**src/sv/pbs_pkg.sv**
```systemverilog
package pbs_pkg;

  localparam int FRAME_WIDTH     = 320;
  localparam int FRAME_HEIGHT    = 240;
  localparam int PALETTE_ENTRIES = 256;
  localparam int MAX_SCALE       = 8;
  localparam int COLOR_BITS      = 16;

  localparam int XW       = 9;
  localparam int YW       = 8;
  localparam int SCALE_W  = 4;
  localparam int IDX_W    = 8;
  localparam int ADDR_W   = 17;
  localparam int CFG_IDX_W = 3;
  localparam int CFG_DATA_W = 9;
  // frame position before the frame test: origin plus scaled counter plus offset
  localparam int POS_W    = 13;
  localparam int PROD_W   = POS_W + $clog2(FRAME_WIDTH + 1);
  localparam int PAL_AW   = (PALETTE_ENTRIES > 1) ? $clog2(PALETTE_ENTRIES) : 1;
  localparam int QDEPTH   = 4;
  localparam int QAW      = 2;

  typedef enum logic [CFG_IDX_W-1:0] {
    REG_ORIGIN_X     = 3'd0,
    REG_ORIGIN_Y     = 3'd1,
    REG_IMAGE_WIDTH  = 3'd2,
    REG_IMAGE_HEIGHT = 3'd3,
    REG_SCALE        = 3'd4
  } cfg_reg_t;

  localparam logic ACT_PIXEL   = 1'b0;
  localparam logic ACT_PALETTE = 1'b1;

  typedef struct packed {
    logic [POS_W-1:0]      bx;
    logic [POS_W-1:0]      by;
    logic [COLOR_BITS-1:0] color;
    logic [SCALE_W-1:0]    scale;
  } job_t;

endpackage

```
**src/sv/pbs_back.sv**
```systemverilog
module pbs_back (
  input  logic                           clk,
  input  logic                           rst_n,
  input  logic                           job_valid,
  output logic                           job_ready,
  input  pbs_pkg::job_t                  job,
  output logic                           out_valid,
  input  logic                           out_ready,
  output logic [pbs_pkg::ADDR_W-1:0]     out_pixel_address,
  output logic [pbs_pkg::COLOR_BITS-1:0] out_pixel_color,
  output logic                           out_last_of_run,
  output logic                           out_out_of_frame
);

  pbs_pkg::job_t               cur_r;
  logic                        cur_v_r;
  logic [pbs_pkg::SCALE_W-1:0] sx_r, sy_r, s_last;
  logic                        adv, sx_end, sy_end, last;
  logic [pbs_pkg::POS_W-1:0]   fx, fy;
  logic [pbs_pkg::PROD_W-1:0]  lin;
  logic                        off;
  logic                        out_v_r;
  logic [pbs_pkg::ADDR_W-1:0]  addr_r;
  logic [pbs_pkg::COLOR_BITS-1:0] color_r;
  logic                        last_r, off_r;

  assign s_last    = cur_r.scale - 1'b1;
  assign sx_end    = sx_r == s_last;
  assign sy_end    = sy_r == s_last;
  assign last      = sx_end && sy_end;
  assign adv       = cur_v_r && (!out_v_r || out_ready);
  assign job_ready = !cur_v_r || (adv && last);

  assign fx  = cur_r.bx + pbs_pkg::POS_W'(sx_r);
  assign fy  = cur_r.by + pbs_pkg::POS_W'(sy_r);
  assign off = (32'(fx) >= 32'(pbs_pkg::FRAME_WIDTH)) ||
               (32'(fy) >= 32'(pbs_pkg::FRAME_HEIGHT));
  assign lin = pbs_pkg::PROD_W'(fy) * pbs_pkg::PROD_W'(pbs_pkg::FRAME_WIDTH) +
               pbs_pkg::PROD_W'(fx);

  always_ff @(posedge clk) begin
    if (!rst_n) begin
      cur_v_r <= 1'b0;
      out_v_r <= 1'b0;
    end else begin
      if (job_ready) begin
        cur_v_r <= job_valid;
      end
      if (adv) begin
        out_v_r <= 1'b1;
      end else if (out_ready) begin
        out_v_r <= 1'b0;
      end
    end
  end

  // column by column, top to bottom inside a column
  always_ff @(posedge clk) begin
    if (job_ready && job_valid) begin
      cur_r <= job;
      sx_r  <= '0;
      sy_r  <= '0;
    end else if (adv) begin
      if (sy_end) begin
        sy_r <= '0;
        sx_r <= sx_r + 1'b1;
      end else begin
        sy_r <= sy_r + 1'b1;
      end
    end
  end

  always_ff @(posedge clk) begin
    if (adv) begin
      addr_r  <= off ? '0 : lin[pbs_pkg::ADDR_W-1:0];
      color_r <= cur_r.color;
      last_r  <= last;
      off_r   <= off;
    end
  end

  assign out_valid         = out_v_r;
  assign out_pixel_address = addr_r;
  assign out_pixel_color   = color_r;
  assign out_last_of_run   = last_r;
  assign out_out_of_frame  = off_r;

endmodule

```
**config.mk**
```make
export PLATFORM = sky130hd
export DESIGN_NAME = pbs_back
export DESIGN_NICKNAME = d
export VERILOG_FILES = /design/src/sv/pbs_pkg.sv /design/src/sv/pbs_back.sv
export SDC_FILE = /design/constraint.sdc
export NUM_CORES = 1
export LEC_CHECK = 0
export BUFFER_PORTS_ARGS = -buffer_cell sky130_fd_sc_hd__buf_2
export CAP_MARGIN = 20
export CORE_ASPECT_RATIO = 1.2
export CORE_UTILIZATION = 50
export CTS_CLUSTER_SIZE = 12
export DETAILED_ROUTE_END_ITERATION = 6
export PLACE_DENSITY_LB_ADDON = 0.25
export SYNTH_ARGS = -nofsm -noshare
export SYNTH_HDL_FRONTEND = slang
export SYNTH_SLANG_ARGS = --single-unit
```
**constraint.sdc**
```tcl
create_clock -name clk -period 11.86 [get_ports clk]
set_input_delay 2.372 -clock clk [delete_from_list [all_inputs] [get_ports clk]]
set_output_delay 2.372 -clock clk [all_outputs]
set_load 0.01 [all_outputs]
```
* Yosys cells after proc, flatten, opt, wreduce, memory -nomap -nowiden
Index checks and enable logic that the tools add are counted.
Storage, ports and cells: word-level logic and storage cells 37, input bits 50, bits in registers 91, output and inout bits 37
Cells by class: multipliers 1, $lt $le $gt $ge 2, equal/unequal tests 2, reduce and logical (&&, ||, !) cells 11, add/sub/neg operators 6, muxes and demuxes 3
Operator list (count):
- adder 13 x 4 -> 13 bit | 2
- adder 17 x 13 -> 17 bit | 1
- greater-or-equal comparator 13 x 8 -> 1 bit, second input constant | 1
- greater-or-equal comparator 13 x 9 -> 1 bit, second input constant | 1
- multiplier 13 x 3 -> 11 bit, second input constant | 1
- adder 4 x 1 -> 4 bit, second input constant | 2
- == test 4 bit | 2
- logical AND 1 bit | 4
- 2-to-1 mux 4 bit | 1
- subtractor 4 x 1 -> 4 bit, second input constant | 1
- logical OR 1 bit | 3
- zero test 1 bit | 2
- 2-to-1 mux 1 bit | 2
- AND reduction 2 bit | 1
- nonzero test 2 bit | 1

* Longest topological paths before layout
depth in word-level cells 6, mapped depth 19, gate-level depth less buffers 19

* Worst setup path before layout
OpenSTA, ideal clock, no wires.
kind input-to-output, start in out_ready, end out job_ready, buffers on the path 0, cell stages on the path 2, data arrival time 2.772 ns, path slack 6.716 ns, required time 9.488 ns, path through nor2b_1 -> o21ai_0
On the way: cells in the longest elaborated chain, start to end 4
RTL lines:
- from (decl) | line pbs_back.sv:8 | input logic out_ready,
- logical OR 1 bit | line pbs_back.sv:31 | assign adv = cur_v_r && (!out_v_r || out_ready);
- logical AND 1 bit | line pbs_back.sv:31
- logical AND 1 bit | line pbs_back.sv:32 | assign job_ready = !cur_v_r || (adv && last);
- logical OR 1 bit | line pbs_back.sv:32
- to (decl) | line pbs_back.sv:5 | output logic job_ready,
No other way between the ends.

* Worst setup path after layout
Ends and elaborated chain as after synthesis.

==> metrics.md <==
| Metric | Value |
|---|---|
| Hold crit path type | reg -> reg |
| N_diodes | 0 |
| CP Launch Type | input port |
| Sequential fraction of the synthesis area | between 50% and 60% |
| Most common cell in the netlist | edfxtp_1 |
| Post-CTS sizing | 0 |
| CTS tree | yes |
| Critical Path Source | out_ready |
| Synth Flop Type | edfxtp_1 |
| RSZ-0062 raised after global routing | false |
| DR iter-0 viols | 111 |
| Hold Violations, Final | 0 |
| DP Area | about 5300 µm² |
| HPWL after DPL | slightly below 6 mm |
| GRT overflow | 0 |
| Overall routing resource usage | roughly 16% |
| Tcrit/Tclk final | between 40% and 50% |
| Top area cells in the synthesized netlist | edfxtp_1 (52%), ha_1 (8.8%), xnor2_1 (4.3%), xor2_1 (4.3%), dfxtp_1 (4.2%) |
| Crit Path Class | in -> out |
| Port bufs | 86 |
| GPL Wtd Cong | between 0.8 and 0.9 |
| Finish-stage setup viols | 0 |
| Max H-tree Level | 3 |
| Fin Hold WS | 0.421 ns |
| Netlist Area Pre-Place | 4710 µm² |
| Max VDD drop | around 0.000080 V |
| Pleak | around 2.3 nW |
| Die W | just over 90 µm |
| Syn Area/Cell | 12.6 µm² |
| Max Fanout on Critical Path | 3 |
| Initial Utilization | between 50% and 60% |
| DRC | 0 |
| Clock-pin slew on the worst setup and hold paths | 0.09 ns |
| I/O pin count | between 80 and 90 |
| R2R cell count | 19 |
| CORE AREA | between 9000 and 10000 µm² |
| Via density | ~5 |
| Area growth, synth to finish | 16.1% |
| Synth Net Count | 460 |
| Setup TNS | 0 ns |
| Min-delay src | cur_r[10] |
| Minimum clock period | 5.35 ns |
| ANT nets after route | 0 |
| Num CTS Buffers | 9 |
| Worst Skew | 0.0111 ns |
| Max Root-Sink Buffers | 2 |
| Hold Path Stages | 0 |
| RR Startpoint | sy_r[0] |
| Hold_buf cts | 0 |
| Routed vias | roughly 3000 |
| Critical path endpoint category | output port |
| Final Instance Area | 5470 µm² |
| DRT Pass-1 Iters | 4 |
| CTS root buf | clkbuf_8 |
| Slew Limit Headroom | 53.9% |
| Die H | 108 µm |
| Initial antenna violation count | 0 |
| Synthesized instance count | approximately 370 |
| FP Rows | 38 |
| Fraction of layout cells with a size suffix above 1 | between 20% and 30% |
| Vias in the first global route | about 2800 |
| Clock sinks | slightly above 90 |
| Final nets | 550 |
| Per-cell routed wire length | 13.3 µm |
| Status | finished, final reports clean |
| Synth warn | 0 |
| Post-synth EDFFs | 81 |
| Async SR Flop Fraction | 0% |
| Post-CTS setup buffers | 0 |
| Total Power | roughly 0.8 mW |
| Slew Limit Fails | 0 |
| CP Data Arrival Time | 2.98 ns |
| Total die area | 9820 µm² |
| Synth top cells by count | edfxtp_1 (81), ha_1 (33), nor2_1 (32), xnor2_1 (23), xor2_1 (23) |
| Pwr per Cell Area | about 140 nW/µm² |
| Fillers | roughly 760 |
| Slew @ Worst Pin | between 0.6 and 0.7 ns |
| Post-synth cell types | between 50 and 60 |
| Post-synth top area share | between 50% and 60% |
| Final WL | 7.79 mm |
| MaxCap Viol Count | 0 |
| CP required | about 9.5 ns |
| Fmax | around 190 MHz |
| Global-route wire length before repair | ~12 mm |
| Skew-Pair Late Insertion Delay | 0.35 ns |
| Pin count of the biggest net entering global routing | 55 |
| Post-synth top area cell | edfxtp_1 |
| Flops & latches, synth | slightly above 90 |
## layer usage
layer / wire length [µm] / global-route usage [%]
met5: 0 / 0
met1: 3570 / 19.6
met4: 157 / 7.14
met3: 327 / 4.71
met2: 3740 / 27.6
## where the power goes
group	internal [mW]	leakage [nW]	switching, mW
combinational	0.0907	1.30	0.103
sequential	0.369	0.850	0.0111
clock	0.0990	0.101	0.110
## sequential cells by signal, indices dropped and copies added (netlist names)
signal	cells
cur_r	46
out_pixel_address	17
out_last_of_run	1
out_out_of_frame	1
cur_v_r	1
out_valid	1
out_pixel_color	16
sx_r	4
sy_r	4
## worst paths after layout
kind                                               to  slack, ns
worst min register to register     out_pixel_color[6]       0.42
worst max register to register  out_pixel_address[16]       7.42
worst min-delay path               out_pixel_color[6]       0.42
worst max-delay path                        job_ready       6.51
## through the flow
step           utilization, %  setup WS, ns  instances
2_1_floorplan               -          6.72        373
3_3_place_gp             57.8          6.59        571
3_5_place_dp             57.8          6.51        571
4_1_cts                  60.0          6.50        587
5_1_grt                  60.3          6.42        588
6_report                 60.3          6.51        588
## critical path, cell delays in order
cell     delay [ns]
buf_2          0.08
nor2b_1        0.05
o21ai_0        0.29
buf_2          0.20
## placed cells by master, fill, tap and decap left out, types with 4 or more instances in the layout
| master | n |
|---|---|
| a21o_1 | 7 |
| nand4_1 | 6 |
| xnor2_1 | 23 |
| inv_1 | 21 |
| nand2b_1 | 8 |
| buf_2 | 86 |
| clkbuf_8 | 9 |
| nand2_1 | 11 |
| xor2_1 | 23 |
| nor3_1 | 12 |
| fa_1 | 4 |
| mux2i_1 | 5 |
| a21oi_1 | 8 |
| edfxtp_1 | 81 |
| o21a_1 | 4 |
| nor2b_1 | 8 |
| dfxtp_1 | 10 |
| nor2_1 | 32 |
| o21ai_0 | 12 |
| a31oi_1 | 5 |
| ha_1 | 33 |
| a211o_1 | 4 |
| nand3_1 | 8 |
## final cells by class
class,instances,area [µm²],area share [%]
inverter,21,78.8,1.44
clock buffer,9,124,2.26
sequential,91,2630,48.1
multi-input combinational,252,1950,35.7
tap,120,150,2.74
timing repair buffer,88,458,8.37
clock inverter,7,75.1,1.37
## logic make-up (layout without fill, tap and decap cells)
| logic type | Yosys count | count (layout) | share of synthesized area (%) |
|---|---|---|---|
| AND/OR/NAND/NOR | 104 | 104 | 11.7 |
| flip-flops | 91 | 91 | 55.8 |
| AO/OA/AOI/OAI | 59 | 59 | 9.18 |
| XOR/XNOR | 47 | 47 | 9.02 |
| adder cells (fa/ha/maj) | 37 | 37 | 10.5 |
| buffers and inverters | 30 | 125 | 2.76 |
| multiplexers | 5 | 5 | 1.06 |
No activity file was read; power rests on OpenSTA's default activity.
