`config.mk`:
```
export PLATFORM = sky130hd
export DESIGN_NAME = pbs_front
export DESIGN_NICKNAME = d
export VERILOG_FILES = /design/src/sv/pbs_pkg.sv /design/src/sv/pbs_front.sv
export SDC_FILE = /design/constraint.sdc
export NUM_CORES = 2
export LEC_CHECK = 0
export ABC_AREA = 1
export BUFFER_PORTS_ARGS = -buffer_cell sky130_fd_sc_hd__buf_4
export CELL_PAD_IN_SITES_DETAIL_PLACEMENT = 1
export CELL_PAD_IN_SITES_GLOBAL_PLACEMENT = 1
export CORE_UTILIZATION = 30
export DETAILED_ROUTE_END_ITERATION = 12
export GPL_TIMING_DRIVEN = 1
export PLACE_DENSITY_LB_ADDON = 0.1
export SLEW_MARGIN = 40
export SYNTH_ARGS = -nofsm -noshare
export SYNTH_HDL_FRONTEND = slang
export SYNTH_SLANG_ARGS = --single-unit
export TNS_END_PERCENT = 5
```
`constraint.sdc`:
```
create_clock -name clk -period 4.1 [get_ports clk]
set_input_delay 0.205 -clock clk [delete_from_list [all_inputs] [get_ports clk]]
set_output_delay 0.205 -clock clk [all_outputs]
set_load 0.005 [all_outputs]
```
`src/sv/pbs_pkg.sv`:
```
package pbs_pkg;

  localparam int FRAME_WIDTH     = 320;
  localparam int FRAME_HEIGHT    = 240;
  localparam int PALETTE_ENTRIES = 256;
  localparam int MAX_SCALE       = 8;
  localparam int COLOR_BITS      = 16;

  localparam int XW       = 9;
  localparam int YW       = 8;
  localparam int SCALE_W  = 4;
  localparam int IDX_W    = 8;
  localparam int ADDR_W   = 17;
  localparam int CFG_IDX_W = 3;
  localparam int CFG_DATA_W = 9;
  // frame position before the frame test: origin plus scaled counter plus offset
  localparam int POS_W    = 13;
  localparam int PROD_W   = POS_W + $clog2(FRAME_WIDTH + 1);
  localparam int PAL_AW   = (PALETTE_ENTRIES > 1) ? $clog2(PALETTE_ENTRIES) : 1;
  localparam int QDEPTH   = 4;
  localparam int QAW      = 2;

  typedef enum logic [CFG_IDX_W-1:0] {
    REG_ORIGIN_X     = 3'd0,
    REG_ORIGIN_Y     = 3'd1,
    REG_IMAGE_WIDTH  = 3'd2,
    REG_IMAGE_HEIGHT = 3'd3,
    REG_SCALE        = 3'd4
  } cfg_reg_t;

  localparam logic ACT_PIXEL   = 1'b0;
  localparam logic ACT_PALETTE = 1'b1;

  typedef struct packed {
    logic [POS_W-1:0]      bx;
    logic [POS_W-1:0]      by;
    logic [COLOR_BITS-1:0] color;
    logic [SCALE_W-1:0]    scale;
  } job_t;

endpackage

```
`src/sv/pbs_front.sv`:
```
module pbs_front (
  input  logic                               clk,
  input  logic                               rst_n,
  input  logic                               cfg_we,
  input  logic [pbs_pkg::CFG_IDX_W-1:0]      cfg_index,
  input  logic [pbs_pkg::CFG_DATA_W-1:0]     cfg_data,
  input  logic                               in_valid,
  output logic                               in_ready,
  input  logic                               in_action,
  input  logic [pbs_pkg::IDX_W-1:0]          in_pixel_index,
  input  logic [pbs_pkg::IDX_W-1:0]          in_palette_slot,
  input  logic [pbs_pkg::COLOR_BITS-1:0]     in_palette_color,
  output logic                               job_valid,
  input  logic                               job_ready,
  output pbs_pkg::job_t                      job
);

  logic [pbs_pkg::XW-1:0]      origin_x_r, image_width_r, col_r, col_nxt, col_inc;
  logic [pbs_pkg::YW-1:0]      origin_y_r, image_height_r, row_r, row_nxt, row_inc;
  logic [pbs_pkg::SCALE_W-1:0] scale_r, s_eff;
  logic [pbs_pkg::COLOR_BITS-1:0] pal_mem [pbs_pkg::PALETTE_ENTRIES];
  logic [pbs_pkg::COLOR_BITS-1:0] rd_data_r;
  logic                        rd_bad_r, rd_bad_nxt;
  logic                        job_v_r, job_v_nxt;
  logic [pbs_pkg::POS_W-1:0]   bx_r, by_r, bx_nxt, by_nxt;
  logic [pbs_pkg::SCALE_W-1:0] js_r;
  logic                        accept, is_pixel, opaque, pal_wr;
  logic [pbs_pkg::IDX_W-1:0]   entry;

  assign in_ready = !job_v_r || job_ready;
  assign accept   = in_valid && in_ready;
  assign is_pixel = accept && (in_action == pbs_pkg::ACT_PIXEL);
  assign opaque   = is_pixel && (in_pixel_index != '0);
  assign entry    = in_pixel_index - 1'b1;
  assign pal_wr   = accept && (in_action == pbs_pkg::ACT_PALETTE) &&
                    (32'(in_palette_slot) < 32'(pbs_pkg::PALETTE_ENTRIES));
  assign rd_bad_nxt = 32'(entry) >= 32'(pbs_pkg::PALETTE_ENTRIES);

  always_comb begin
    if (scale_r == '0) begin
      s_eff = pbs_pkg::SCALE_W'(1);
    end else if (32'(scale_r) > 32'(pbs_pkg::MAX_SCALE)) begin
      s_eff = pbs_pkg::SCALE_W'(pbs_pkg::MAX_SCALE);
    end else begin
      s_eff = scale_r;
    end
  end

  assign bx_nxt = pbs_pkg::POS_W'(origin_x_r) +
                  pbs_pkg::POS_W'(col_r) * pbs_pkg::POS_W'(s_eff);
  assign by_nxt = pbs_pkg::POS_W'(origin_y_r) +
                  pbs_pkg::POS_W'(row_r) * pbs_pkg::POS_W'(s_eff);

  // position wraps; a zero width or height compares like one
  always_comb begin
    col_inc = col_r + 1'b1;
    row_inc = row_r + 1'b1;
    col_nxt = col_inc;
    row_nxt = row_r;
    if (col_inc >= image_width_r) begin
      col_nxt = '0;
      row_nxt = (row_inc >= image_height_r) ? '0 : row_inc;
    end
  end

  always_comb begin
    job_v_nxt = job_v_r;
    if (in_ready) begin
      job_v_nxt = opaque;
    end
  end

  always_ff @(posedge clk) begin
    if (!rst_n) begin
      origin_x_r     <= '0;
      origin_y_r     <= '0;
      image_width_r  <= pbs_pkg::XW'(1);
      image_height_r <= pbs_pkg::YW'(1);
      scale_r        <= pbs_pkg::SCALE_W'(1);
    end else if (cfg_we) begin
      unique case (pbs_pkg::cfg_reg_t'(cfg_index))
        pbs_pkg::REG_ORIGIN_X:     origin_x_r     <= cfg_data[pbs_pkg::XW-1:0];
        pbs_pkg::REG_ORIGIN_Y:     origin_y_r     <= cfg_data[pbs_pkg::YW-1:0];
        pbs_pkg::REG_IMAGE_WIDTH:  image_width_r  <= cfg_data[pbs_pkg::XW-1:0];
        pbs_pkg::REG_IMAGE_HEIGHT: image_height_r <= cfg_data[pbs_pkg::YW-1:0];
        pbs_pkg::REG_SCALE:        scale_r        <= cfg_data[pbs_pkg::SCALE_W-1:0];
        default: ;
      endcase
    end
  end

  always_ff @(posedge clk) begin
    if (!rst_n) begin
      col_r   <= '0;
      row_r   <= '0;
      job_v_r <= 1'b0;
    end else begin
      job_v_r <= job_v_nxt;
      if (is_pixel) begin
        col_r <= col_nxt;
        row_r <= row_nxt;
      end
    end
  end

  always_ff @(posedge clk) begin
    if (pal_wr) begin
      pal_mem[in_palette_slot[pbs_pkg::PAL_AW-1:0]] <= in_palette_color;
    end
    if (opaque) begin
      rd_data_r <= pal_mem[entry[pbs_pkg::PAL_AW-1:0]];
      rd_bad_r  <= rd_bad_nxt;
      bx_r      <= bx_nxt;
      by_r      <= by_nxt;
      js_r      <= s_eff;
    end
  end

  assign job_valid = job_v_r;
  assign job.bx    = bx_r;
  assign job.by    = by_r;
  assign job.color = rd_bad_r ? '0 : rd_data_r;
  assign job.scale = js_r;

endmodule

```
* Yosys cells after proc, flatten, opt, wreduce, memory -nomap -nowiden
Memories as Yosys holds them, arrays and structs flattened. A register that Yosys moved wholly into a read port is not among the register bits. Index checks and enable logic that the tools add are counted. Widths: inputs -> output; s select.
Operators by class: shifts and indexed selects 0, $mul 2, equality and inequality tests 4, muxes and demuxes 6, bitwise logic cells 1, div/mod/pow operators 0, reduce and logical (&&, ||, !) cells 15, $lt $le $gt $ge 3, add/sub/neg operators 5
Operators by type and width (count):
- $add 8x12->13 | 1
- $add 9x13->13 | 1
- $mul 9x4->13 | 1
- $mul 8x4->12 | 1
- $reduce_and 2->1 | 6
- $add 9x1->9 const B | 1
- $ge 9x9->1 | 1
- $mux 9 | 1
- $add 8x1->8 const B | 1
- $ge 8x8->1 | 1
- $mux 4 | 2
- $mux 8 | 1
- $reduce_bool 8->1 | 1
- $sub 8x1->8 const B | 1
- $eq 3x2->1 const B | 2
- $gt 4x4->1 const B | 1
- $logic_and 1x1->1 | 4
- $logic_not 4->1 | 1
- $eq 3x1->1 const B | 1
- $eq 3x3->1 const B | 1
- $logic_not 3->1 | 1
- $mux 1 | 2
- $logic_not 1->1 | 1
- $logic_or 1x1->1 | 1
- $not 1->1 | 1
Storage, ports and cells: output and inout port bits 48, input port bits 50, bits in latches 0, memories 1, flip-flop bits (word level) 86, memory bits (writable) 4096, logic and storage cells 48, memory bits (read-only) 0
Memories:
- pal_mem | depth 256, width 16, read ports 1, clocked after Yosys merged registers in 1, wr ports 1, RTL line pbs_front.sv:21 | logic [pbs_pkg::COLOR_BITS-1:0] pal_mem [pbs_pkg::PALETTE_ENTRIES];

* Logic depth before layout (Yosys ltp)
depth in word-level cells 6, depth in mapped cells 20, mapped depth without buffers 18

* Least setup slack after synthesis
OpenSTA, ideal clock, no wires.
path kind register -> register, from register scale_r[3] in the netlist's numbering, to register by_r[10] in the netlist's numbering, data pin, path slack -0.068 ns, path buffers 2, clock period less this slack 4.168 ns, stages on the path, launching flop included 20, arrival time 3.910 ns, cell sequence dfxtp_1 -> clkbuf_1 -> nor2_1 -> inv_1 -> clkbuf_1 -> nor2_1 -> fa_1 -> fa_1 -> inv_1 -> fa_1 -> inv_1 -> ha_1 -> inv_1 -> o21ai_0 -> a21oi_1 -> o21ai_0 -> nand2_1 -> nand2_1 -> a21oi_1 -> xnor2_1
Between the ends: cells in the longest elaborated chain, start to end 5
Ends and longest elaborated chain:
- from (decl) | RTL line pbs_front.sv:20 | logic [pbs_pkg::SCALE_W-1:0] scale_r, s_eff;
- from (signal assigned) | RTL line pbs_front.sv:79 | scale_r <= pbs_pkg::SCALE_W'(1);
- from (signal assigned) | RTL line pbs_front.sv:86 | pbs_pkg::REG_SCALE: scale_r <= cfg_data[pbs_pkg::SCALE_W-1:0];
- $gt 4x4->1 | RTL line pbs_front.sv:42 | end else if (32'(scale_r) > 32'(pbs_pkg::MAX_SCALE)) begin
- $mux 4 | RTL line pbs_front.sv:42
- $mux 4 (*) | RTL line pbs_front.sv:40 | if (scale_r == '0) begin
- named net s_eff, one bit | RTL line pbs_front.sv:20
- $mul 8x4->12 (*) | RTL line pbs_front.sv:52 | pbs_pkg::POS_W'(row_r) * pbs_pkg::POS_W'(s_eff);
- $add 8x12->13 (*) | RTL line pbs_front.sv:51 | assign by_nxt = pbs_pkg::POS_W'(origin_y_r) +
- named net by_nxt, one bit | RTL line pbs_front.sv:25 | logic [pbs_pkg::POS_W-1:0] bx_r, by_r, bx_nxt, by_nxt;
- to (signal assigned) | RTL line pbs_front.sv:114 | by_r <= by_nxt;
- to (decl) | RTL line pbs_front.sv:25
The timed path passes the listed nets; every way through them passes the cells marked *. A chain may end at the register's enable or synchronous reset.

* Final worst setup path
Ends and elaborated chain as after synthesis.

==> out/qor.yml <==
synth_most_common_cell: "nand2_1"
synth.area.top_cells: "edfxtp_1 (73%), nand3_1 (12%), nand2_1 (9.4%)"
syn_inst: 14334
worst_slack_ps: 285
grt_pass1_vias: 113638
critPathRequiredTime_ps: 4880
areaGrowthSynthToFinish_pct: 16.9
drc_errors: 0
initial_core_util_pct: 30.1
die_h_um: 758
fin_crit_ps: 3820
cts-root-buf: "clkbuf_16"
synth_common_cells: "nand2_1 (4307), edfxtp_1 (4142), nand3_1 (4061)"
grt_usage_pct: 21.0
leakage_nw: 70.2
syn_avg_cell_area_um2: 12.0
clk_latency_ps: 1110
crit_path_end_kind: "register"
drv_cap: 0
synth_top_area_share_pct: 72.6
die_area_um2: 574000
grt_first_pass_wirelength_um: 877000
critical_path_arrival_ps: 4600
clock_sinks: 4198
crit_family: "adder cells"
synth-main-ff-cell: "edfxtp_1"
fillers: 60795
fmax_ghz: 0.262
synth-async-reset-ratio_pct: 0
yosysWarnings: 0
gp_congestion: 0.808
routed_wl_um: 617000
numCtsBuffers: 482
dp_hpwl_um: 368000
gr-total-overflow: 0
cts.reportedPaths.clkPinSlew_ps: 60
finalCritPeriodShare_pct: 93.1
dr_total_vias: 113816
drive_gt1_share_pct: 10.3
path_buf_inv: 6
hold_class: "primary input to register"
cts_tree: "yes"
synth_top_cell_by_area: "edfxtp_1"
dp_slack_ps: 187
first_pass_iters: 7
wire_per_inst_um: 27.2
ctsHtreeMaxLevel: 5
maxSlewViolCount: 0
worstMarginPinSlew_ps: 1000
maxSlewHeadroom_pct: 33.3
io_pins: 98
fp-row-count: 277
worstPathMaxFanout: 5
setup.worst_path.start_class: "register"
design.core.area_um2: 569000
mappedNetlistArea_um2: 171000
port_buffers: 97
hold_viol: 0
clock_path_buffers: 4
die_w_um: 758
outcome: "complete, no violations"
tns_ps: 0
critPathMostFrequentCell: "inv_1"
ys_types: 34
ys_seq_area_share_pct: 73.2
fin_skew_ps: 101
powerDensity_nw_per_um2: 485
ir_worst_vdd_mv: 0.404
crit_chain: "nor2_2, inv_1, buf_4, nor2_1, fa_1, fa_1, inv_1, fa_1, inv_1, ha_1, inv_1, o21ai_1, a21oi_2, o21ai_0, buf_4, nand2_1, nand2_1, a21oi_1, xnor2_1"
synth_edf_count: 4142
fin_nets: 14875
grt_max_degree: 143
syn-num-nets: 14489
rsz0062_at_grt: "no"
finalSetupViolations: 0
drtAntennaViolNets: 0
path_class: "register to register"
antenna_found_initial: 31
ys_ff_latch: 4198
slowest_delay_ps: 510
vias_per_cell: 5.02
cts_setup_buffers: 0
cpMaxStageDelayCell: "fa_1"
drt_iter0_drc: 8747
-- final cells by class --
cell class / count / area, um^2 / area share (%)
Inverter: 168 / 672 / 0.335
Tap cell: 7533 / 9430 / 4.70
Timing Repair Buffer: 852 / 8710 / 4.35
Sequential cell: 4198 / 126000 / 62.6
Clock buffer: 617 / 12700 / 6.35
Clock inverter: 270 / 2140 / 1.07
Antenna cell: 10 / 25.0 / 0.0125
Multi-Input combinational cell: 9018 / 41200 / 20.6
-- per-stage QoR --
step	cells	instance area, um^2	hold WS, ps	total power [mW]	util (%)
after floorplan	14334	171000	304	52.1	-
after detailed placement	21700	185000	454	56.8	32.5
after global routing	22657	200000	27.3	100	35.2
after CTS	22654	200000	2.46	98.4	35.2
final	22666	200000	63.1	97.1	35.2
after global placement	21697	185000	451	56.7	32.4
-- power by group --
| group | leakage [nW] | total (mW) | switching (mW) | internal [mW] |
|---|---|---|---|---|
| clock | 7.24 | 41.4 | 18.1 | 23.2 |
| sequential | 37.7 | 47.3 | 0.0830 | 47.2 |
| combinational | 25.3 | 8.47 | 6.36 | 2.10 |
-- path summary, 6_finish.rpt --
check        cells after the start               from  slack [ps]           endpoint
max                             19         scale_r[3]         280           by_r[10]
max reg2reg                     19         scale_r[3]         280           by_r[10]
min reg2reg                      2  image_height_r[7]         460  image_height_r[7]
min                              5  in_pixel_index[7]          60      rd_data_r[13]
-- per-layer routing --
layer | part of all wire [%] | routed length, um | GRT usage (%)
met5 | 0.0045 | 28 | 0
met1 | 48 | 296000 | 30.7
met4 | 2.2 | 13400 | 4.43
met2 | 46 | 285000 | 33.7
met3 | 3.7 | 22700 | 2.15
-- timing repair --
| action | CTS | global route |
|---|---|---|
| endpoints found under the hold margin | 2620 | 0 |
| resized for setup | 0 | 4 |
| hold buffers | 67 | 0 |
| setup endpoints to repair | 0 | 2 |
-- cells by family after synthesis --
| kind of cell | after synthesis | synth area share (%) |
|---|---|---|
| adders and majority gates | 105 | 0.946 |
| and+or+nand+nor | 8750 | 22.2 |
| DFF | 4198 | 73.2 |
| xor gates and xnor gates | 34 | 0.178 |
| AOI/OAI and AO/OA | 129 | 0.401 |
| buffers and inverters | 1118 | 3.06 |
-- cell usage in the layout, fill, tap and decap left out, types with 58 or more instances in the layout --
master / instances
nand3_1: 4061
clkbuf_1: 128
nor2_2: 119
clkinv_1: 138
clkbuf_16: 489
buf_4: 609
nand2_1: 4288
dlygate4sd3_1: 67
edfxtp_1: 4142
a21oi_1: 58
clkinv_2: 81
nor2_1: 234
buf_12: 152
ha_1: 63
inv_1: 160
-- flip-flops by register name (all words and copies together), names as in the netlist, 9 cells and up --
register / flops
bx_r: 13
image_width_r: 9
col_r: 9
rd_data_r: 16
pal_mem: 4096
origin_x_r: 9
by_r: 13
-- tightest hold or removal path, stage by stage --
cell     delay, ps
buf_4          110
inv_1          190
xor2_2         290
nand2_1        110
nand2_1         60
No activity file was read; power rests on OpenSTA's default activity.
