$ cat config.mk
export PLATFORM = sky130hd
export DESIGN_NAME = pbs_queue
export DESIGN_NICKNAME = d
export VERILOG_FILES = /design/src/sv/pbs_pkg.sv /design/src/sv/pbs_queue.sv
export SDC_FILE = /design/constraint.sdc
export NUM_CORES = 1
export LEC_CHECK = 0
export BUFFER_PORTS_ARGS = -buffer_cell sky130_fd_sc_hd__buf_2
export CAP_MARGIN = 25
export CELL_PAD_IN_SITES_DETAIL_PLACEMENT = 1
export CELL_PAD_IN_SITES_GLOBAL_PLACEMENT = 1
export CORE_MARGIN = 10
export CORE_UTILIZATION = 47
export CTS_BUF_LIST = sky130_fd_sc_hd__clkbuf_8
export DETAILED_ROUTE_END_ITERATION = 12
export GPL_TIMING_DRIVEN = 0
export PLACE_DENSITY_LB_ADDON = 0.1
export SETUP_SLACK_MARGIN = 0.02
export SLEW_MARGIN = 20
export SYNTH_ARGS = -nofsm -noshare
export SYNTH_HDL_FRONTEND = slang
export SYNTH_SLANG_ARGS = --single-unit
$ cat constraint.sdc
create_clock -name clk -period 2.55 [get_ports clk]
set_clock_uncertainty 0.15 [all_clocks]
set_input_delay 0.1275 -clock clk [delete_from_list [all_inputs] [get_ports clk]]
set_output_delay 0.1275 -clock clk [all_outputs]
set_load 0.02 [all_outputs]
$ cat src/sv/pbs_pkg.sv
package pbs_pkg;

  localparam int FRAME_WIDTH     = 320;
  localparam int FRAME_HEIGHT    = 240;
  localparam int PALETTE_ENTRIES = 256;
  localparam int MAX_SCALE       = 8;
  localparam int COLOR_BITS      = 16;

  localparam int XW       = 9;
  localparam int YW       = 8;
  localparam int SCALE_W  = 4;
  localparam int IDX_W    = 8;
  localparam int ADDR_W   = 17;
  localparam int CFG_IDX_W = 3;
  localparam int CFG_DATA_W = 9;
  // frame position before the frame test: origin plus scaled counter plus offset
  localparam int POS_W    = 13;
  localparam int PROD_W   = POS_W + $clog2(FRAME_WIDTH + 1);
  localparam int PAL_AW   = (PALETTE_ENTRIES > 1) ? $clog2(PALETTE_ENTRIES) : 1;
  localparam int QDEPTH   = 4;
  localparam int QAW      = 2;

  typedef enum logic [CFG_IDX_W-1:0] {
    REG_ORIGIN_X     = 3'd0,
    REG_ORIGIN_Y     = 3'd1,
    REG_IMAGE_WIDTH  = 3'd2,
    REG_IMAGE_HEIGHT = 3'd3,
    REG_SCALE        = 3'd4
  } cfg_reg_t;

  localparam logic ACT_PIXEL   = 1'b0;
  localparam logic ACT_PALETTE = 1'b1;

  typedef struct packed {
    logic [POS_W-1:0]      bx;
    logic [POS_W-1:0]      by;
    logic [COLOR_BITS-1:0] color;
    logic [SCALE_W-1:0]    scale;
  } job_t;

endpackage

$ cat src/sv/pbs_queue.sv
module pbs_queue (
  input  logic          clk,
  input  logic          rst_n,
  input  logic          push_valid,
  output logic          push_ready,
  input  pbs_pkg::job_t push_job,
  output logic          pop_valid,
  input  logic          pop_ready,
  output pbs_pkg::job_t pop_job
);

  pbs_pkg::job_t            slots_r [pbs_pkg::QDEPTH];
  logic [pbs_pkg::QAW-1:0]  wr_ptr_r, rd_ptr_r;
  logic [pbs_pkg::QAW:0]    count_r, count_nxt;
  logic                     do_push, do_pop;

  assign push_ready = count_r != (pbs_pkg::QAW+1)'(pbs_pkg::QDEPTH);
  assign pop_valid  = count_r != '0;
  assign do_push    = push_valid && push_ready;
  assign do_pop     = pop_valid && pop_ready;
  assign pop_job    = slots_r[rd_ptr_r];

  always_comb begin
    count_nxt = count_r;
    if (do_push && !do_pop) begin
      count_nxt = count_r + 1'b1;
    end else if (do_pop && !do_push) begin
      count_nxt = count_r - 1'b1;
    end
  end

  always_ff @(posedge clk) begin
    if (!rst_n) begin
      wr_ptr_r <= '0;
      rd_ptr_r <= '0;
      count_r  <= '0;
    end else begin
      count_r <= count_nxt;
      if (do_push) wr_ptr_r <= wr_ptr_r + 1'b1;
      if (do_pop)  rd_ptr_r <= rd_ptr_r + 1'b1;
    end
  end

  always_ff @(posedge clk) begin
    if (do_push) begin
      slots_r[wr_ptr_r] <= push_job;
    end
  end

endmodule

# == After elaboration in Yosys (flattened, before gate mapping) ==
# Memory sizes are Yosys's and may differ from the RTL's. A register that Yosys moved wholly into a read port is not among the register bits.
# Index checks and enable logic that the tools add are counted.
# op_classes
n_addsub,4
eq_ne,1
n_mux,6
n_reduce_logical,8
# ops
operator,n
$mux 3,2
$add 2x1->2 const B,2
$logic_and 1x1->1,4
$mux 2,2
$add 3x1->3 const B,1
$ne 3x3->1 const B,1
$reduce_bool 3->1,1
$sub 3x1->3 const B,1
$logic_not 1->1,2
$mux 1,2
$reduce_bool 2->1,1
# totals
ff_bits,7
ramBits,184
input_bits,50
out_inout_bits,48
elab_cells,23
memories,1
# memory_table
name,depth,width,read_ports,rd_ports_with_merged_regs,write_ports,line_no,source
slots_r,4,46,1,1,1,pbs_queue.sv:12,pbs_pkg::job_t slots_r [pbs_pkg::QDEPTH];

# == Depth between registers and ports, before layout ==
# Gate-level depths: netlist (run 1).
# depth
depth_word,6
mapped_depth,8
mapped_depth_nobuf,8

# == Worst setup path before layout (run 1) ==
# OpenSTA, ideal clock, no wires.
# synth_path
kind,register to register
from,reg count_r[0] (netlist name)
to,mem slots_r[2][0] (netlist name) (enable)
setup_ps,408
arrival_ps,2002
required_ps,1992
path_slack_ps,-10
stages_incl_launch_ff,4
n_path_buf,0
synth_period_minus_slack_ps,2560
path_cell_list,dfxtp_1 nor2_1 a21boi_2 and2_1
# synth_between
elab_chain_len,4
# synth_rtl
element,line_no,source
"start, declared",pbs_queue.sv:14,"logic [pbs_pkg::QAW:0] count_r, count_nxt;"
"start signal, assigned",pbs_queue.sv:38,count_r <= count_nxt;
$ne 3x3->1,pbs_queue.sv:17,assign push_ready = count_r != (pbs_pkg::QAW+1)'(pbs_pkg::QDEPTH);
$logic_and 1x1->1,pbs_queue.sv:19,assign do_push = push_valid && push_ready;
via do_push,pbs_queue.sv:15,"logic do_push, do_pop;"
$mux 1,pbs_queue.sv:45,if (do_push) begin
$mux 1 (not written as such),pbs_queue.sv:46,slots_r[wr_ptr_r] <= push_job;
"end, declared",pbs_queue.sv:12,
# The timed path passes the listed nets, and every way through them passes these cells.

==> flow_summary_export.csv, run 1 <==
group,metric,value,unit
cts,cts-htree-levels,4,
route,dr.first_iter.drc_count,137,
route,drt_first_pass_iters,4,
cts,insertion_delay,0.45,ns
power_and_ir_drop,total_leakage_power,3.03,nW
worst_setup_path,crit_type,"reg2out",
worst_setup_path,worstPathMaxFanout,10,
yosys,synth.area.top_cells,"sky130_fd_sc_hd__edfxtp_1 77%, sky130_fd_sc_hd__mux4_2 13%, sky130_fd_sc_hd__dfxtp_1 2.5%, sky130_fd_sc_hd__mux4_1 2.2%, sky130_fd_sc_hd__buf_12 1.1%",
layout,final_nets,509,
layout,final_cell_area,8850,um^2
route,post-route-drc-count,0,
grt,grt_overflow_total,0,
worst_setup_path,worst-r2r-cell-count,8,
worst_setup_path,r2r_end,"count_r[2]",
yosys,synth_largest_type_area_fraction,76.8,%
die,die_height,144,um
cts,tritoncts_num_sinks,193,
yosys,yosysTopAreaCell,"sky130_fd_sc_hd__edfxtp_1",
route,vias_per_cell,5.24,
layout,num_antenna_cells,0,
grt,antenna_found_initial,0,
layout,multi_input_comb_area,1380,um^2
yosys,flop_and_latch_count_out_of_synthesis,193,
route,route.vias.total,3424,
layout,stdcell_count,654,
worst_setup_path,rr_startpoint,"count_r[1]",
timing,total_setup_violations_reported_at_the_end_of_the_flow,0,
cts,clock_pin_slew_reported_for_the_worst_setup_and_hold_paths_after_clock_tree_synthesis,0.09,ns
power_and_ir_drop,report.power.total,8.51,mW
route,detailed_route_wire_length,14100,um
timing,timing_worst_slew_pin_value,0.743,ns
layout,seqCellArea,5710,um^2
timing,report.final.hold_viol_count,0,
cts,cts_buffers,17,
worst_setup_path,timing.critical_path.required,2.27,ns
power_and_ir_drop,peakVddDrop,0.431,mV
timing,worst_slew_margin_rel,50.4,%
die,floorplan.die.width,144,um
placement,io_buffers,96,
layout,post_route_cells_drive_above_1_share,39.7,%
status,status,"complete, no violations",
timing,finalCritPeriodShare,85.5,%
worst_setup_path,reg2reg_slack,0.38,ns
cts,cts_tree,"done",
grt,grt_max_degree,47,
timing,final_period_minus_worst_setup_slack,2.18,ns
timing,fmaxAchievable,0.459,GHz
route,routed_wire_length_per_instance,21.6,um
power_and_ir_drop,power.density_cell_area,962,nW/um^2
layout,fillers,1306,
timing,grt_setup_unrepaired,"false",
yosys,yosys.cell_types.count,25,
route,antenna_left,0,
die,die_area,20700,um^2
yosys,netlist_area,7200,um^2
timing,slew_viol_final,0,
cts,clock_tree.root_cell,"sky130_fd_sc_hd__clkbuf_8",
yosys,yosysSeqAreaShare,79.3,%
worst_setup_path,critical_path.startpoint_type,"flop",
placement,post_dp_hpwl,8330,um
yosys,synth_warnings,0,
layout,syn2layout_area_growth,23.1,%
placement,postPlaceCellArea,7920,um^2
worst_setup_path,crit_arrival,1.90,ns
yosys,synthesis.area_per_instance,25.0,um^2
grt,first_global_vias,3907,
die,start_util,47.7,%
die,design.core.area,15100,um^2
cts,clk_path_buf_depth,2,
die,rows,45,
run,max_cap_violations,0,
grt,grt_pass1_wl,22400,um
yosys,synth_fp_nets,344,
worst_setup_path,crit_path_end,"pop_job[4]",
yosys,syn-instance-count,288,
grt,grt_util_all_layers,14.6,%
die,design.portCount,98,
placement,place_inst,572,
placement,global_placement_routability_congestion,0.649,
worst_setup_path,critPathCaptureType,"primary output",
min_path,hold_path.class,"in2reg",
timing repair:
action                                  4_1_cts  5_1_grt
endpoints found under the setup margin        1        1
hold buffers                                 49        0
pin swaps                                     0        1
setup buffers                                 0        1
endpoints found under the hold margin       193        0
resized for setup                             1        2
how the worst min path moves through the flow:
stage,startpoint,endpoint,depth (start not counted)
floorplan,push_job[0],slots_r[0][0],0
CTS,push_job[12],slots_r[2][12],2
global route,push_job[19],slots_r[2][19],2
detailed placement,push_job[20],slots_r[2][20],1
finish,push_job[35],slots_r[0][35],2
global placement,push_job[6],slots_r[1][6],1
stage by stage:
stage	hold WS, ns	setup TNS [ns]	setup slack (ns)	util [%]
after floorplan	0.0764	0	0.287	-
after global placement	0.188	-35.28	-0.196	52.5
after detailed placement	0.198	-0.00217	-0.00217	52.5
after CTS	0.241	0	0.0522	58.6
after global routing	0.251	0	0.163	58.7
final	0.280	0	0.370	58.7
synth_stat cells (all sizes together):
cell and instances:
nand2 5, mux4 46, xor2 1, and2 8
or3 2, dfxtp 9, o21ai 1, ha 5
edfxtp 184, nor2b 1, clkbuf 2, buf 9
o31ai 1, fa 1, mux2i 3, inv 3
a21boi 2, xnor2 3, nor2 1, o311ai 1
sequential cells by signal (all words and copies together), names as in the netlist, named ones only:
name / cells
count_r: 3
rd_ptr_r: 2
slots_r: 184
wr_ptr_r: 2
routing by layer:
metal	share of wire, %	up-vias	global-route usage (%)
met5	0	-	0
met1	42	1792	18.0
met4	0.87	0	4.19
met3	4.4	11	4.22
met2	53	76	24.6
li1	-	1545	-
kinds of logic (layout without fill, tap and decap cells):
group / after synthesis / count (layout) / synth area share, %
AO/OA/AOI/OAI: 5 / 5 / 0.852
buffers and inverters: 14 / 192 / 1.83
AND/OR/NAND/NOR: 17 / 17 / 1.27
adder cells (fa/ha/maj): 6 / 6 / 1.15
multiplexers: 49 / 49 / 15.1
XOR/XNOR: 4 / 4 / 0.487
flip-flops: 193 / 193 / 79.3
final cells by class:
class / instances / share of cell area (%)
clock buffer: 17 / 2.64
multi-input combinational: 81 / 15.5
buffer: 11 / 1.36
tap: 188 / 2.66
sequential: 193 / 64.5
timing repair buffer: 146 / 11.0
clock inverter: 15 / 2.16
inverter: 3 / 0.127
cell usage in the layout (no fill, tap or decap), drive strengths merged:
master / netlist / layout
mux4: 46 / 46
edfxtp: 184 / 184
o311ai: 1 / 1
a21boi: 2 / 2
dfxtp: 9 / 9
clkinvlp: 0 / 2
nand2: 5 / 5
xnor2: 3 / 3
and2: 8 / 8
clkbuf: 2 / 19
or3: 2 / 2
nor2: 1 / 1
o21ai: 1 / 1
clkinv: 0 / 7
nor2b: 1 / 1
inv: 3 / 5
o31ai: 1 / 1
xor2: 1 / 1
bufinv: 0 / 4
buf: 9 / 106
ha: 5 / 5
fa: 1 / 1
mux2i: 3 / 3
dlygate4sd3: 0 / 49
worst max-delay path, cell delays in order, from the launching register on:
cell and delay [ns]:
sky130_fd_sc_hd__dfxtp_1 0.32, sky130_fd_sc_hd__clkbuf_2 0.25, sky130_fd_sc_hd__buf_2 0.35, sky130_fd_sc_hd__mux4_2 0.36, sky130_fd_sc_hd__buf_2 0.18
power breakdown:
| part | internal (mW) | switching (mW) |
|---|---|---|
| clock | 1.06 | 1.04 |
| sequential | 3.85 | 0.120 |
| combinational | 1.10 | 1.34 |
(Power assumes the default switching activity.)
==> run 2: changes to the inputs <==
--- a/config.mk
+++ b/config.mk
@@ -10,7 +10,7 @@
 export CELL_PAD_IN_SITES_DETAIL_PLACEMENT = 1
 export CELL_PAD_IN_SITES_GLOBAL_PLACEMENT = 1
 export CORE_MARGIN = 10
-export CORE_UTILIZATION = 47
+export CORE_UTILIZATION = 40
 export CTS_BUF_LIST = sky130_fd_sc_hd__clkbuf_8
 export DETAILED_ROUTE_END_ITERATION = 12
 export GPL_TIMING_DRIVEN = 0
==> run 2 against run 1 <==
Hold slack worse by 0.0083 ns. Critical path depth stayed put. First-iteration DRC count is 9.5% lower. Power is 1.2% lower. Via count is 1.1% lower. Count of clock-buffer cells in the layout stayed put. Critical path type unchanged. Largest power group unchanged. Highest routed layer unchanged.
==> flow_summary_export.csv, run 2 (synthesis gave the netlist of run 1 again) <==
group,metric,value,unit
status,status,"complete, no violations",
route,route.layer.met1.wl,6130,um
route,routed_wire_length_per_instance,20.4,um
power_and_ir_drop,power.density_cell_area,947,nW/um^2
worst_setup_path,timing.critical_path.required,2.27,ns
route,post-route-drc-count,0,
min_path,hold_path.class,"in2reg",
route,routed-wl-met2,7260,um
power_and_ir_drop,report.power.total,8.41,mW
layout,final_cell_mix,"184 x sky130_fd_sc_hd__edfxtp_1, 100 x sky130_fd_sc_hd__buf_2, 49 x sky130_fd_sc_hd__dlygate4sd3_1",
worst_setup_path,cp_slowest_stage_delay,0.37,ns
layout,most_common_cell_after_layout_fill_and_taps_aside,"sky130_fd_sc_hd__edfxtp_1",
layout,largest_register_ff_count,184,
cts,cts-htree-levels,4,
layout,final_nets,509,
layout,syn2layout_area_growth,23.4,%
cts,clock_tree.root_cell,"sky130_fd_sc_hd__clkbuf_8",
cts,clk_path_buf_depth,2,
placement,post_dp_hpwl,8530,um
placement,global_placement_routability_congestion,0.666,
timing,timing_worst_slew_pin_value,0.767,ns
placement,io_buffers,96,
cts,cts_buffers,17,
route,antenna_left,0,
die,design.portCount,98,
route,vias_per_cell,4.90,
worst_setup_path,worstPathCellList,"clkbuf_2 > buf_2 > mux4_2 > buf_2",
power_and_ir_drop,peakVddDrop,0.575,mV
cts,tritoncts_num_sinks,193,
worst_setup_path,critical_path.startpoint_type,"flop",
timing,report.final.hold_viol_count,0,
grt,first_global_vias,3870,
layout,post_route_cells_drive_above_1_share,39.7,%
route,dr.first_iter.drc_count,124,
worst_setup_path,critPathCaptureType,"primary output",
timing,total_setup_violations_reported_at_the_end_of_the_flow,0,
placement,post_placement_setup_slack,-0.0705,ns
grt,grt_max_degree,47,
layout,final_cell_area,8880,um^2
layout,fillers,1577,
layout,num_antenna_cells,0,
worst_setup_path,crit_path_frequent_cell,"sky130_fd_sc_hd__buf_2",
timing,fmaxAchievable,0.452,GHz
die,design.core.area,17500,um^2
grt,grt_pass1_wl,22400,um
timing,final_period_minus_worst_setup_slack,2.21,ns
worst_setup_path,worstPathMaxFanout,10,
timing,grt_setup_unrepaired,"false",
route,detailed_route_wire_length,14100,um
grt,antenna_found_initial,0,
power_and_ir_drop,total_leakage_power,3.02,nW
die,die_height,154,um
grt,grt_util_all_layers,12.3,%
placement,postPlaceCellArea,7970,um^2
worst_setup_path,crit_type,"reg2out",
timing,worst_slew_margin_rel,48.9,%
layout,top_regs,"slots_r x184, count_r x3",
cts,cts_tree,"done",
die,start_util,41.2,%
layout,final_core_util,50.8,%
timing,slew_viol_final,0,
run,max_cap_violations,0,
grt,grt_overflow_total,0,
worst_setup_path,crit_arrival,1.94,ns
layout,regMostFlops,"slots_r",
worst_setup_path,critPathBufInv,3,
worst_setup_path,critical-path-top-delay-family,"buffers and inverters",
placement,place_inst,609,
die,floorplan.die.width,154,um
layout,stdcell_count,691,
route,topRoutingLayerUsed,"met4",
route,drt_first_pass_iters,4,
worst_setup_path,crit_slowest_cell,"sky130_fd_sc_hd__mux4_2",
route,route.vias.total,3386,
timing,worst_case_setup_margin_in_the_final_layout,0.336,ns
route,met3_routed_length,595,um
die,die_area,23800,um^2
die,rows,48,
cts,insertion_delay,0.44,ns
cts,clock_pin_slew_reported_for_the_worst_setup_and_hold_paths_after_clock_tree_synthesis,0.10,ns
timing,finalCritPeriodShare,86.8,%
## run 2: power by group
group	leakage, nW	switching (mW)	total [mW]	internal, mW
registers	1.76	0.118	3.97	3.85
logic	1.06	1.35	2.45	1.10
clock network	0.198	1.03	2.00	0.961
total	3.02	2.50	8.41	5.91
## run 2: layer usage
metal  up-vias  GRT usage, %
li1       1546             -
met1      1770          14.9
met2        62          20.5
met3         8          4.02
met4         0          3.64
met5         -             0
## run 2: repair_timing
| action | 4_1_cts | 5_1_grt |
|---|---|---|
| buffers inserted | 0 | 1 |
| endpoints found under the hold margin | 193 | 0 |
| setup endpoints to repair | 1 | 1 |
| resized for setup | 3 | 0 |
| pin swaps | 0 | 1 |
| hold buffers | 49 | 0 |
## run 2: worst paths after layout
path / end / cells past startpoint / from / slack (ns)
setup / recovery: pop_job[14] / 4 / flop / 0.34
hold / removal: slots_r[1][12] / 2 / push_job[12] / 0.27
setup reg to reg: count_r[2] / 8 / count_r[0] / 0.34
hold reg to reg: wr_ptr_r[1] / 2 / wr_ptr_r[1] / 0.37
## run 2: cell type report
class                      instances  area (um^2)  area share, %
tap                              225          282           3.17
inverter                           3         11.3          0.127
buffer                            11          120           1.35
clock inverter                    15          166           1.87
clock buffer                      17          234           2.64
sequential                       193         5710           64.3
multi-input combinational         81         1380           15.5
timing repair buffer             146          978           11.0
## run 2: through the flow
stage	TNS [ns]	hold WS (ns)
after floorplan	0	0.0764
after global placement	-38.18	0.189
after detailed placement	-0.0705	0.197
after CTS	0	0.229
after global routing	0	0.235
final	0	0.272
## run 2: worst register-to-register path: stages, from the launching register on
cell,delay [ns]
sky130_fd_sc_hd__dfxtp_2,0.44
sky130_fd_sc_hd__nor2_1,0.11
sky130_fd_sc_hd__a21boi_4,0.16
sky130_fd_sc_hd__ha_1,0.21
sky130_fd_sc_hd__inv_1,0.06
sky130_fd_sc_hd__fa_1,0.37
sky130_fd_sc_hd__xor2_1,0.16
sky130_fd_sc_hd__or3_1,0.30
sky130_fd_sc_hd__a21boi_0,0.19
